==> src/rtl/core/nppc_pkg.sv <==
// ----------------------------------------------------------------------------
// Nearest palette color mapper package
// Types and fixed constants shared by the mapper's modules.
// ----------------------------------------------------------------------------
package nppc_pkg;

  // Width of one color channel and of the beat index field.
  localparam int CHAN_W     = 8;
  localparam int INDEX_W    = 8;
  localparam int COLOR_W    = 3 * CHAN_W;
  // Slots that an index field can reach.
  localparam int INDEX_SPAN = 256;
  // Squared channel difference and full squared distance widths.
  localparam int SQ_W       = 2 * CHAN_W;
  localparam int DIST_W     = SQ_W + 2;
  // Queue between the front and back parts.
  localparam int QUEUE_DEPTH = 2;
  localparam int QPTR_W      = $clog2(QUEUE_DEPTH);

  // Request kinds carried on in_tuser.
  typedef enum logic {
    OP_WRITE = 1'b0,
    OP_MAP   = 1'b1
  } op_t;

  // One classified request as it sits in the queue.
  typedef struct packed {
    op_t                op;
    logic [INDEX_W-1:0] index;
    logic [COLOR_W-1:0] color;
  } task_t;

  // Back part sequencer states.
  typedef enum logic [1:0] {
    B_IDLE,
    B_SCAN,
    B_FLUSH,
    B_DONE
  } back_state_t;

endpackage

==> src/rtl/core/nppc_fifo.sv <==
// ----------------------------------------------------------------------------
// Nearest palette color mapper request queue
// Short queue that decouples the front part from the back part.
// ----------------------------------------------------------------------------
module nppc_fifo
  import nppc_pkg::*;
(
  input  logic  clk,
  input  logic  rst_n,
  input  logic  push_valid,
  output logic  push_ready,
  input  task_t push_task,
  output logic  pop_valid,
  input  logic  pop_ready,
  output task_t pop_task
);

  task_t             entries_r [QUEUE_DEPTH];
  logic [QPTR_W-1:0] wr_ptr_r, wr_ptr_nxt;
  logic [QPTR_W-1:0] rd_ptr_r, rd_ptr_nxt;
  logic [QPTR_W:0]   count_r, count_nxt;
  logic              do_push, do_pop;

  assign push_ready = (count_r != (QPTR_W+1)'(QUEUE_DEPTH));
  assign pop_valid  = (count_r != '0);
  assign pop_task   = entries_r[rd_ptr_r];
  assign do_push    = push_valid && push_ready;
  assign do_pop     = pop_valid && pop_ready;

  // Pointer and fill count update.
  always_comb begin
    wr_ptr_nxt = do_push ? wr_ptr_r + 1'b1 : wr_ptr_r;
    rd_ptr_nxt = do_pop  ? rd_ptr_r + 1'b1 : rd_ptr_r;
    count_nxt  = count_r;
    if (do_push && !do_pop) begin
      count_nxt = count_r + 1'b1;
    end else if (do_pop && !do_push) begin
      count_nxt = count_r - 1'b1;
    end
  end

  always_ff @(posedge clk) begin
    if (!rst_n) begin
      wr_ptr_r <= '0;
      rd_ptr_r <= '0;
      count_r  <= '0;
    end else begin
      wr_ptr_r <= wr_ptr_nxt;
      rd_ptr_r <= rd_ptr_nxt;
      count_r  <= count_nxt;
    end
  end

  // Entry storage.
  always_ff @(posedge clk) begin
    if (do_push) begin
      entries_r[wr_ptr_r] <= push_task;
    end
  end

endmodule

==> config.mk <==
export PLATFORM = sky130hd
export DESIGN_NAME = nppc_fifo
export DESIGN_NICKNAME = d
export VERILOG_FILES = /design/src/rtl/core/nppc_pkg.sv /design/src/rtl/core/nppc_fifo.sv
export SDC_FILE = /design/constraint.sdc
export NUM_CORES = 1
export LEC_CHECK = 0
export BUFFER_PORTS_ARGS = -buffer_cell sky130_fd_sc_hd__clkbuf_2
export CORE_MARGIN = 1
export CORE_UTILIZATION = 46
export CTS_CLUSTER_SIZE = 10
export DETAILED_ROUTE_END_ITERATION = 6
export PLACE_DENSITY_LB_ADDON = 0.08
export RECOVER_POWER = 100
export SYNTH_ARGS = -nofsm -noshare
export SYNTH_HDL_FRONTEND = slang
export SYNTH_SLANG_ARGS = --single-unit
==> constraint.sdc <==
create_clock -name clk -period 1.65 [get_ports clk]
set_input_delay 0.2475 -clock clk [delete_from_list [all_inputs] [get_ports clk]]
set_output_delay 0.2475 -clock clk [all_outputs]
set_load 0.1 [all_outputs]
==> results.txt <==
Status - finished with violations
Failing checks - negative setup slack
Fmax - 0.592 GHz
Initial core utilization - 47.5%
Critical path arrival - 1440 ps
VDD IR max - 1.31 mV
Leak Pwr - 1.42 nW
Fin crit share - 102%
Die area - 0.00599 sq mm
#FFs+latches synth - 71
Initial DRC Count - 64
TritonCTS clock tree - yes
Clock Latency Late Sink - 330 ps
# fillers - 372
# H-tree levels - 3
Clock Path Buffers - 2
CTS Root Cell - clkbuf_8
Die X - 77.4 um
Vias in the first global route - 1516
Drt pass-1 iters - 4
Vias - 1406
CP Data Required Time - 1400 ps
I/O Buffers - 71
Synth top area cells - edfxtp_1 76%, mux2_2 14%, dfxtp_1 3.8%
Clk slew on worst S/H paths - 60 ps
Fin. max-slew vios - 0
Worst Hold Slack - 106 ps
Power density over cell area - 2020 mW/mm^2
Switching Share - 43.7%
Hold buffer count at CTS - 0
Rel. slew slack - 64.0%
Core region area - 0.00551 sq mm
Syn_area_per_cell - 20.6 sq um
CP Max Fanout - 9
Ys async rst share - 0%
Antenna-violating nets left - 0
Psw - 0.00338 W
Worst Path Class, Setup - flip-flop to primary output
Antenna violations before repair - 0
Actual slew at the worst max-slew pin - 543 ps
Final Util - 69.6%
Max_cap viols - 0
Final setup viols - 15
Routed wire per std cell - 16.3 um
Post-Synthesis Cells - 127
Fin crit period - 1690 ps
Logic gate share of total power - 56.0%
First-pass GRT wire length - 6.97 mm
Total wire length - 4.66 mm
Mapped Area - 0.00262 sq mm
Sequential share of power - 30.6%
Seq/Total Area, Yosys - 79.6%
Clk_skew - 4.29 ps
Vias per cell - 4.90
Setup ws final - -40.0 ps
Num CTS Buffers - 9
IO Pins - 72
EDFF count, synth - 66
Most common cell in the synthesized netlist - edfxtp_1
Final Hold Vio Count - 0
N_diodes - 0
Top cells by count, synth - 66 x edfxtp_1, 33 x mux2_2, 5 x dfxtp_1, 4 x and2_1, 4 x buf_2
Synth cell types - 19
Final nets - 250
Syn_nets - 165
Clk pwr share - 13.4%
Worst Setup End Kind - primary output
CP Launch Type - flip-flop
Clock tree sinks - 71
Synth warn - 0
Unrepaired setup endpoints after global routing - true
Grt ovf - 0
Die H - 77.4 um
Largest net degree at the start of global routing - 20
Drt drc - 0
Internal - 0.00436 W
Cell taking the most area after synthesis - edfxtp_1
Area Overhead vs Synth - 46.5%
Synth top area share - 75.8%
# rows - 27
Synth Flop Type - edfxtp_1
Layout cells sized above 1 - 50.2%
RD Place Congestion - 0.644
Hold/Removal Path Class - input pin to flip-flop
GRT Total Usage - 16.2%
Post-DP HPWL - 3.21 mm
critical path: stages, from the launching register on:
cell and delay (ps):
dfxtp_4 400, clkbuf_16 180, mux2_2 370, buf_12 170
through the flow:
step / setup TNS (ps) / cell area [sq um] / power, W / setup WS, ps / std cells
after global routing: -1840 / 3830 / 0.00800 / -87.2 / 287
after CTS: -765 / 3780 / 0.00767 / -42.2 / 286
final: -344 / 3830 / 0.00774 / -40.0 / 287
after floorplan: -2400 / 2620 / 0.00510 / -61.3 / 127
after detailed placement: 0 / 3610 / 0.00658 / 93.2 / 272
after global placement: 0 / 3610 / 0.00650 / 170 / 272
placed cells by master, fill, tap and decap left out, types with 2 or more instances in the layout:
master and n:
mux2_4 18, clkinv_1 4, and2_1 2, mux2_2 15, edfxtp_1 66, clkbuf_8 9, clkbuf_1 21, clkbuf_2 20
buf_12 35, dfxtp_1 3, xnor2_1 2, o21ai_0 2, and2_0 2
routing by layer:
layer  routed length [um]  GRT usage, %  part of all wire (%)
met5                    0             0                     0
met4                   87          8.87                   1.9
met3                  289          7.06                   6.2
met2                 2600          28.8                    56
met1                 1680          15.7                    36
state kept, by name (all words and copies together), names as in the netlist, named ones only:
register	flops
entries_r	66
count_r	2
rd_ptr_r	1
wr_ptr_r	1
final cells by class:
class | count | area, sq um | area share [%]
clock inverters | 4 | 15.0 | 0.392
inverters | 1 | 7.51 | 0.196
repair buffers | 78 | 913 | 23.8
well taps | 72 | 90.1 | 2.35
flip-flops and latches | 71 | 2090 | 54.5
clock buffers | 10 | 128 | 3.33
multi-input cells | 51 | 592 | 15.4
logic make-up (layout without fill, tap and decap cells):
kind of cell	Yosys count	after routing	share of synthesized area, %
compound gates	5	5	1.34
xor+xnor	3	3	1.00
fa+ha+maj	1	1	0.478
buf+inv	5	93	0.909
flops	71	71	79.6
mux	33	33	14.2
simple gates	9	9	2.49
power by group through the flow:
stage	clock network [W]	registers [W]	logic [W]
after floorplan	0	0.00235	0.00275
after global placement	0	0.00237	0.00413
after detailed placement	0	0.00239	0.00419
after CTS	0.00108	0.00236	0.00423
after global routing	0.00115	0.00239	0.00446
final	0.00104	0.00237	0.00433
what timing repair did:
action | in CTS | in global routing
pin swaps | 0 | 0
endpoints found under the hold margin | 0 | 0
gates resized for setup | 7 | 15
buffers inserted | 0 | 0
setup endpoints to repair | 33 | 33
gates cloned | 0 | 1
worst paths after layout:
| check | start | end | slack [ps] | cells past startpoint |
|---|---|---|---|---|
| setup reg to reg | count_r[0] | count_r[1] | 30 | 4 |
| hold / removal | push_task[11] | entries_r[1][11] | 110 | 1 |
| hold reg to reg | count_r[1] | count_r[1] | 520 | 2 |
| setup / recovery | flip-flop | pop_task[0] | -40 | 3 |
(Power assumes the default switching activity.)
