File: src/rtl/core/nppc_pkg.sv
// ----------------------------------------------------------------------------
// Nearest palette color mapper package
// Types and fixed constants shared by the mapper's modules.
// ----------------------------------------------------------------------------
package nppc_pkg;

  // Width of one color channel and of the beat index field.
  localparam int CHAN_W     = 8;
  localparam int INDEX_W    = 8;
  localparam int COLOR_W    = 3 * CHAN_W;
  // Slots that an index field can reach.
  localparam int INDEX_SPAN = 256;
  // Squared channel difference and full squared distance widths.
  localparam int SQ_W       = 2 * CHAN_W;
  localparam int DIST_W     = SQ_W + 2;
  // Queue between the front and back parts.
  localparam int QUEUE_DEPTH = 2;
  localparam int QPTR_W      = $clog2(QUEUE_DEPTH);

  // Request kinds carried on in_tuser.
  typedef enum logic {
    OP_WRITE = 1'b0,
    OP_MAP   = 1'b1
  } op_t;

  // One classified request as it sits in the queue.
  typedef struct packed {
    op_t                op;
    logic [INDEX_W-1:0] index;
    logic [COLOR_W-1:0] color;
  } task_t;

  // Back part sequencer states.
  typedef enum logic [1:0] {
    B_IDLE,
    B_SCAN,
    B_FLUSH,
    B_DONE
  } back_state_t;

endpackage

File: src/rtl/core/nppc_front.sv
// ----------------------------------------------------------------------------
// Nearest palette color mapper front part
// Accepts input beats, drops writes beyond the palette and stages the rest.
// ----------------------------------------------------------------------------
module nppc_front
  import nppc_pkg::*;
#(
  parameter int SPAN = 256
) (
  input  logic        clk,
  input  logic        rst_n,
  input  logic        in_tvalid,
  output logic        in_tready,
  input  logic        in_tuser,
  input  logic [31:0] in_tdata,
  output logic        push_valid,
  input  logic        push_ready,
  output task_t       push_task
);

  logic  hold_valid_r, hold_valid_nxt;
  task_t hold_r, hold_nxt;
  task_t decoded;
  logic  keep;
  logic  accept;

  // Decode the beat into a request.
  always_comb begin
    decoded.op    = op_t'(in_tuser);
    decoded.index = in_tdata[INDEX_W-1:0];
    decoded.color = in_tdata[INDEX_W +: COLOR_W];
  end

  // A write to a slot outside the palette has no effect at all.
  assign keep = (decoded.op == OP_MAP) ||
                ({1'b0, decoded.index} < (INDEX_W+1)'(SPAN));

  assign in_tready  = !hold_valid_r || push_ready;
  assign accept     = in_tvalid && in_tready;
  assign push_valid = hold_valid_r;
  assign push_task  = hold_r;

  // Staging register next state.
  always_comb begin
    hold_valid_nxt = hold_valid_r;
    hold_nxt       = hold_r;
    if (hold_valid_r && push_ready) begin
      hold_valid_nxt = 1'b0;
    end
    if (accept && keep) begin
      hold_valid_nxt = 1'b1;
      hold_nxt       = decoded;
    end
  end

  always_ff @(posedge clk) begin
    if (!rst_n) begin
      hold_valid_r <= 1'b0;
    end else begin
      hold_valid_r <= hold_valid_nxt;
    end
  end

  always_ff @(posedge clk) begin
    hold_r <= hold_nxt;
  end

endmodule

File: config.mk
export PLATFORM = sky130hd
export DESIGN_NAME = nppc_front
export DESIGN_NICKNAME = d
export VERILOG_FILES = /design/src/rtl/core/nppc_pkg.sv /design/src/rtl/core/nppc_front.sv
export SDC_FILE = /design/constraint.sdc
export NUM_CORES = 1
export LEC_CHECK = 0
export ABC_AREA = 0
export ABC_CLOCK_PERIOD_IN_PS = 1300
export BUFFER_PORTS_ARGS = -buffer_cell sky130_fd_sc_hd__buf_4
export CELL_PAD_IN_SITES_DETAIL_PLACEMENT = 0
export CELL_PAD_IN_SITES_GLOBAL_PLACEMENT = 2
export CORE_ASPECT_RATIO = 1.5
export CORE_MARGIN = 4
export CORE_UTILIZATION = 26
export DETAILED_ROUTE_END_ITERATION = 6
export HOLD_SLACK_MARGIN = 0.08
export PLACE_DENSITY_LB_ADDON = 0.1
export SYNTH_ARGS = -nofsm -noshare
export SYNTH_HDL_FRONTEND = slang
export SYNTH_SLANG_ARGS = --single-unit
File: constraint.sdc
create_clock -name clk -period 1.3 [get_ports clk]
set_input_delay 0.13 -clock clk [delete_from_list [all_inputs] [get_ports clk]]
set_output_delay 0.13 -clock clk [all_outputs]
set_load 0.01 [all_outputs]
==> results of run 1 <==
[synth_stat cells]
master    instances
a21boi_2          1
and2_4            1
dfxtp_1           1
edfxtp_1         33
inv_1             1
nand2b_4          1
[kinds of logic (layout without fill, tap and decap cells)]
family                 Yosys count  count (layout)
DFF                             34              34
buffers and inverters            1             114
AOI/OAI and AO/OA                1               1
and+or+nand+nor                  2               2
[how the worst min path moves through the flow]
| stage | from | end | cells after the start |
|---|---|---|---|
| after floorplan | in_tdata[8] | push_task[0] | 0 |
| after global placement | in_tdata[20] | push_task[12] | 1 |
| after detailed placement | in_tdata[21] | push_task[13] | 1 |
| after CTS | in_tvalid | push_valid | 3 |
| after global routing | in_tvalid | push_valid | 3 |
| final | in_tvalid | push_valid | 3 |
[metal layers]
metal  track usage (%)  share of wire [%]  vias up
met5                 0                  0        -
met4              4.84                1.4        0
met3              4.52                 13        4
met2              18.8                 53       53
met1              10.8                 32      342
li1                  -                  -      370
[stage by stage]
stage                     utilization [%]  setup slack, ns
after floorplan                         -            0.160
after global placement               41.7            0.133
after detailed placement             41.7            0.105
after CTS                            52.5           0.0907
after global routing                 52.5           0.0306
final                                52.5           0.0978
[worst max-delay path: stages (launching register included)]
cell	delay [ns]
dfxtp_1	0.33
nand2b_4	0.08
and2_4	0.42
[what timing repair did]
action,4_1_cts,5_1_grt
hold endpoints to repair,34,0
setup endpoints to repair,0,0
hold buffers,34,0
[cell type report]
type / count / area [um2] / share of cell area (%)
sequential: 34 / 1010 / 49.1
timing repair buffer: 105 / 873 / 42.4
clock buffer: 5 / 68.8 / 3.34
tap: 45 / 56.3 / 2.74
multi-input combinational: 3 / 33.8 / 1.64
clock inverter: 3 / 11.3 / 0.547
inverter: 1 / 3.75 / 0.182
[where the power goes]
part | total [uW] | switching (uW) | internal (uW)
Sequential | 1300 | 17.8 | 1280
Clock | 690 | 334 | 356
Combinational | 326 | 114 | 212
[state kept, by name (all words and copies together), names as in the netlist]
signal	flops
push_valid	1
push_task	33
[cells in the final DEF (no fill, tap or decap), drive strengths merged]
cell	instances
dfxtp	1
nand2b	1
and2	1
buf	71
inv	1
a21boi	1
dlygate4sd3	34
clkbuf	5
clkinv	3
edfxtp	33
==> reports/qor.yml, run 1 <==
clocking:
  ctsRootBufferMaster: "clkbuf_8"
  cts_setup_buffers: 0
  clk_latency_ns: 0.28
  cts_resized: 0
  cts_tree: "done"
  clkTransAtPathRegs_ns: 0.06
  cts_made_buffers: 5
  clkSinkCount: 34
  htreeDepth: 2
  clockBufferDepth: 2
critical_path:
  crit_type: "flip-flop to flip-flop"
  timing.rr.start: "push_valid"
  r2r_end: "push_task[2]"
  path_max_fanout: 33
  required_ns: 1.23
  reg2regPathDepth: 2
  cp-startpoint: "push_valid"
  cp-endpoint: "push_task[2]"
  endpoint_kind: "flip-flop"
  rrSetupSlack_ns: 0.1
  cp-start-kind: "flip-flop"
  arrival_ns: 1.13
detailed_routing:
  route.detailed.drc: 0
  drt_iter0_drc: 12
  drt-wirelength-per-cell_um: 12.7
  drt_pass1_iterations: 2
  via_per_inst: 3.92
  routed_wl_um: 2500
  vias: 769
  ant_nets: 0
place:
  dp.cells: 154
  gp_congestion: 0.625
  post_dp_cell_area_um2: 1640
  portBuffers: 71
logic_synthesis:
  seq_area_frac_synth_pct: 96.4
  yosys-top-cells-area: "edfxtp_1 95%, dfxtp_1 1.9%, nand2b_4 1.3%"
  synth_top_area_share_pct: 94.5
  synth_top_family_by_area: "simple AND/OR/NAND/NOR gates"
  avgSynthCellArea_um2: 27.6
  synth_mux_area_share_pct: 0
  netlist_area_um2: 1050
  synth_compound_area_share_pct: 1.07
  synthXorXnorAreaFrac_pct: 0
  syn-num-nets: 75
  synthCells: 38
  synth-adder-area-share_pct: 0
  netlist.top_cell.by_area: "edfxtp_1"
  ys_ff_latch: 34
  synth.distinct_cells: 6
  yosys_warnings: 0
  yosys.area_share.simple_pct: 2.15
timing:
  rsz0062_at_grt: "false"
  finalSetupViolations: 0
  slew_violations: 0
  fin_crit_sh_pct: 92.5
  fin_skew_ns: 0.00712
  relSlewSlack_pct: 71.6
  worst_slew_pin_slew_ns: 0.426
  setup-tns-final_ns: 0
  max_freq_mhz: 832
  final_hold_viol_count: 0
  finalCriticalPeriod_ns: 1.20
  timing.hold.ws_ns: 0.103
run_status:
  status: "finished, final reports clean"
global_routing:
  grt.total_usage_pct: 10.8
  overflow: 0
  grt_pass1_vias: 872
  antenna_found_initial: 0
  grt_pass1_wl_um: 3980
  grt_max_degree: 34
run:
  cap_violations: 0
floorplanning:
  io_pins: 72
  die_area_um2: 5130
  core_um2: 3920
  die_x_um: 59.9
  start_util_pct: 26.7
  fp.dieH_um: 85.8
  rows: 28
final_layout:
  fin_nets: 187
  syn_to_final_growth_pct: 96.3
  instances_no_fill: 196
  n_antenna_cell: 0
  postLayoutCellArea_um2: 2060
  drive_gt1_share_pct: 52.3
  n_fill_cell: 338
hold_path:
  hold_class: "primary input to flip-flop"
power:
  p_leak_uw: 0.000872
  p_per_area_nw_per_um2: 1120
  power_uw: 2310
  peakVddDrop_mv: 0.688
Power figures use the tool's default switching activity.
==> run 2: changes to the inputs <==
Settings changed: CTS_CLUSTER_SIZE from default to 30, RECOVER_POWER from default to 100.
==> reports/qor.yml, run 2 (synthesis gave the netlist of run 1 again) <==
final_layout:
  syn_to_final_growth_pct: 83.7
  drive_gt1_share_pct: 29.8  # -23 points
  n_fill_cell: 374  # +11%
  final_cell_mix: "34 x dlygate4sd3_1, 34 x clkbuf_4, 34 x clkbuf_1, 33 x edfxtp_1, 5 x clkbuf_8"
  seqCellArea_um2: 1010  # unchanged
  fin_nets: 187  # unchanged
  multi_input_area_um2: 28.8  # -15%
  final_util_pct: 49.1  # -3.4 points
  largest_register_ffs: 33  # unchanged
  n_antenna_cell: 0  # unchanged
place:
  portBuffers: 71  # unchanged
  gp_congestion: 0.625  # unchanged
  dp_slack_ns: 0.105  # unchanged
critical_path:
  slowest_delay_ns: 0.42  # about the same
  required_ns: 1.23  # about the same
  path_max_fanout: 33  # unchanged
  reg2regPathDepth: 2  # unchanged
  crit_type: "flip-flop to flip-flop"
  arrival_ns: 1.12  # about the same
  cp-start-kind: "flip-flop"
  path_cells: "nand2b_2 > and2_4"
  critPathTopFamily: "simple AND/OR/NAND/NOR gates"
  critical_path_buf_inv_count: 0  # unchanged
  slowest_stage: "and2_4"
  endpoint_kind: "flip-flop"
  path_depth: 2  # unchanged
detailed_routing:
  drt_iter0_drc: 13  # +1
  vias: 763  # -0.78%
  route.detailed.drc: 0  # unchanged
  drt_pass1_iterations: 3  # +1
  ant_nets: 0  # unchanged
  drt-wirelength-per-cell_um: 12.6  # -1.2%
  routed_wl_um: 2470  # -1.2%
  via_per_inst: 3.89  # -0.78%
timing:
  finalCriticalPeriod_ns: 1.19  # -0.00825 ns
  fin_ws_ns: 0.106  # +0.00825 ns
  fin_crit_sh_pct: 91.8  # -0.63 points
  relSlewSlack_pct: 71.8  # +0.17 points
  setup-tns-final_ns: 0  # unchanged
  max_freq_mhz: 838  # +0.69%
  worst_slew_pin_slew_ns: 0.423  # -0.00258 ns
  rsz0062_at_grt: "false"
  fin_skew_ns: 0.00597  # -0.00115 ns
  final_hold_viol_count: 0  # unchanged
  finalSetupViolations: 0  # unchanged
  slew_violations: 0  # unchanged
clocking:
  cts_resized: 0  # unchanged
  cts_made_buffers: 5  # unchanged
  cts_tree: "done"
  clkSinkCount: 34  # unchanged
  clkTransAtPathRegs_ns: 0.06  # about the same
  clockBufferDepth: 2  # unchanged
  ctsRootBufferMaster: "clkbuf_8"
  clk_latency_ns: 0.28  # about the same
  htreeDepth: 2  # unchanged
floorplanning:
  rows: 28  # unchanged
  fp.dieH_um: 85.8  # unchanged
  core_um2: 3920  # unchanged
  die_area_um2: 5130  # unchanged
  io_pins: 72  # unchanged
  start_util_pct: 26.7  # unchanged
  die_x_um: 59.9  # unchanged
power:
  combPwrFrac_pct: 12.0  # -2.1 points
  clkPwrFrac_pct: 30.6  # +0.8 points
  p_per_area_nw_per_um2: 1170  # +4.2%
  internal-power_uw: 1790  # -2.9%
  sequentialPowerShare_pct: 57.4  # +1.3 points
  switching_power_uw: 461  # -0.91%
  p_sw_share_pct: 20.5  # +0.33 points
  peakVddDrop_mv: 0.681  # -1.1%
  p_leak_uw: 0.000736  # -16%
global_routing:
  grt_pass1_wl_um: 3980  # unchanged
  grt_max_degree: 34  # unchanged
  overflow: 0  # unchanged
  antenna_found_initial: 0  # unchanged
  grt_pass1_vias: 872  # unchanged
  grt.total_usage_pct: 10.8  # unchanged
hold_path:
  min_path_cells: 3  # unchanged
  hold_class: "primary input to flip-flop"
run:
  cap_violations: 0  # unchanged
run_status:
  status: "finished, final reports clean"
## run 2: changes by cell type in the layout (fill, tap and decap cells not counted)
cell and change:
buf_4 -68, clkbuf_1 +34, clkbuf_4 +34, nand2b_2 +1, nand2b_4 -1
## run 2: repair_timing
action | CTS | global route
hold buffers | 34 | 0
setup buffers | 0 | 0
hold endpoints to repair | 34 | 0
## run 2: tightest hold or removal path: stages
cell and delay (ns):
buf_4 0.09, inv_1 0.04, a21boi_2 0.09
## run 2: worst paths after layout
kind,startpoint,to,slack (ns)
setup / recovery,push_valid,push_task[2],0.11
hold / removal,in_tvalid,push_valid,0.10
setup reg to reg,push_valid,push_task[2],0.11
hold reg to reg,push_valid,push_valid,0.50
## run 2: routing by layer
metal / vias to the layer above / wire [um] / track usage [%]
met1: 337 / 830 / 10.8
met2: 52 / 1300 / 18.8
met3: 4 / 294 / 4.52
met5: - / 0 / 0
li1: 370 / - / -
met4: 0 / 40 / 4.84
## run 2: metrics by stage
stage,total power [uW],hold slack (ns),cell area (um2),cells
2_1_floorplan,1380,0.229,1050,38
3_3_place_gp,1560,0.308,1640,154
3_5_place_dp,1570,0.309,1640,154
4_1_cts,2340,0.0986,2060,196
5_1_grt,2360,0.101,1930,196
6_report,2260,0.103,1930,196
## run 2: power groups by stage
stage / Clock [uW] / Combinational (uW) / Sequential (uW)
floorplan: 0 / 28.3 / 1350
global placement: 0 / 244 / 1320
detailed placement: 0 / 248 / 1320
CTS: 715 / 331 / 1300
global route: 767 / 297 / 1300
finish: 690 / 271 / 1290
## run 2: area by class of cell
type	instances	area share [%]
sequential	34	52.5
timing repair buffer	105	38.7
clock buffer	5	3.57
tap	45	2.92
multi-input combinational	3	1.49
clock inverter	3	0.585
inverter	1	0.195
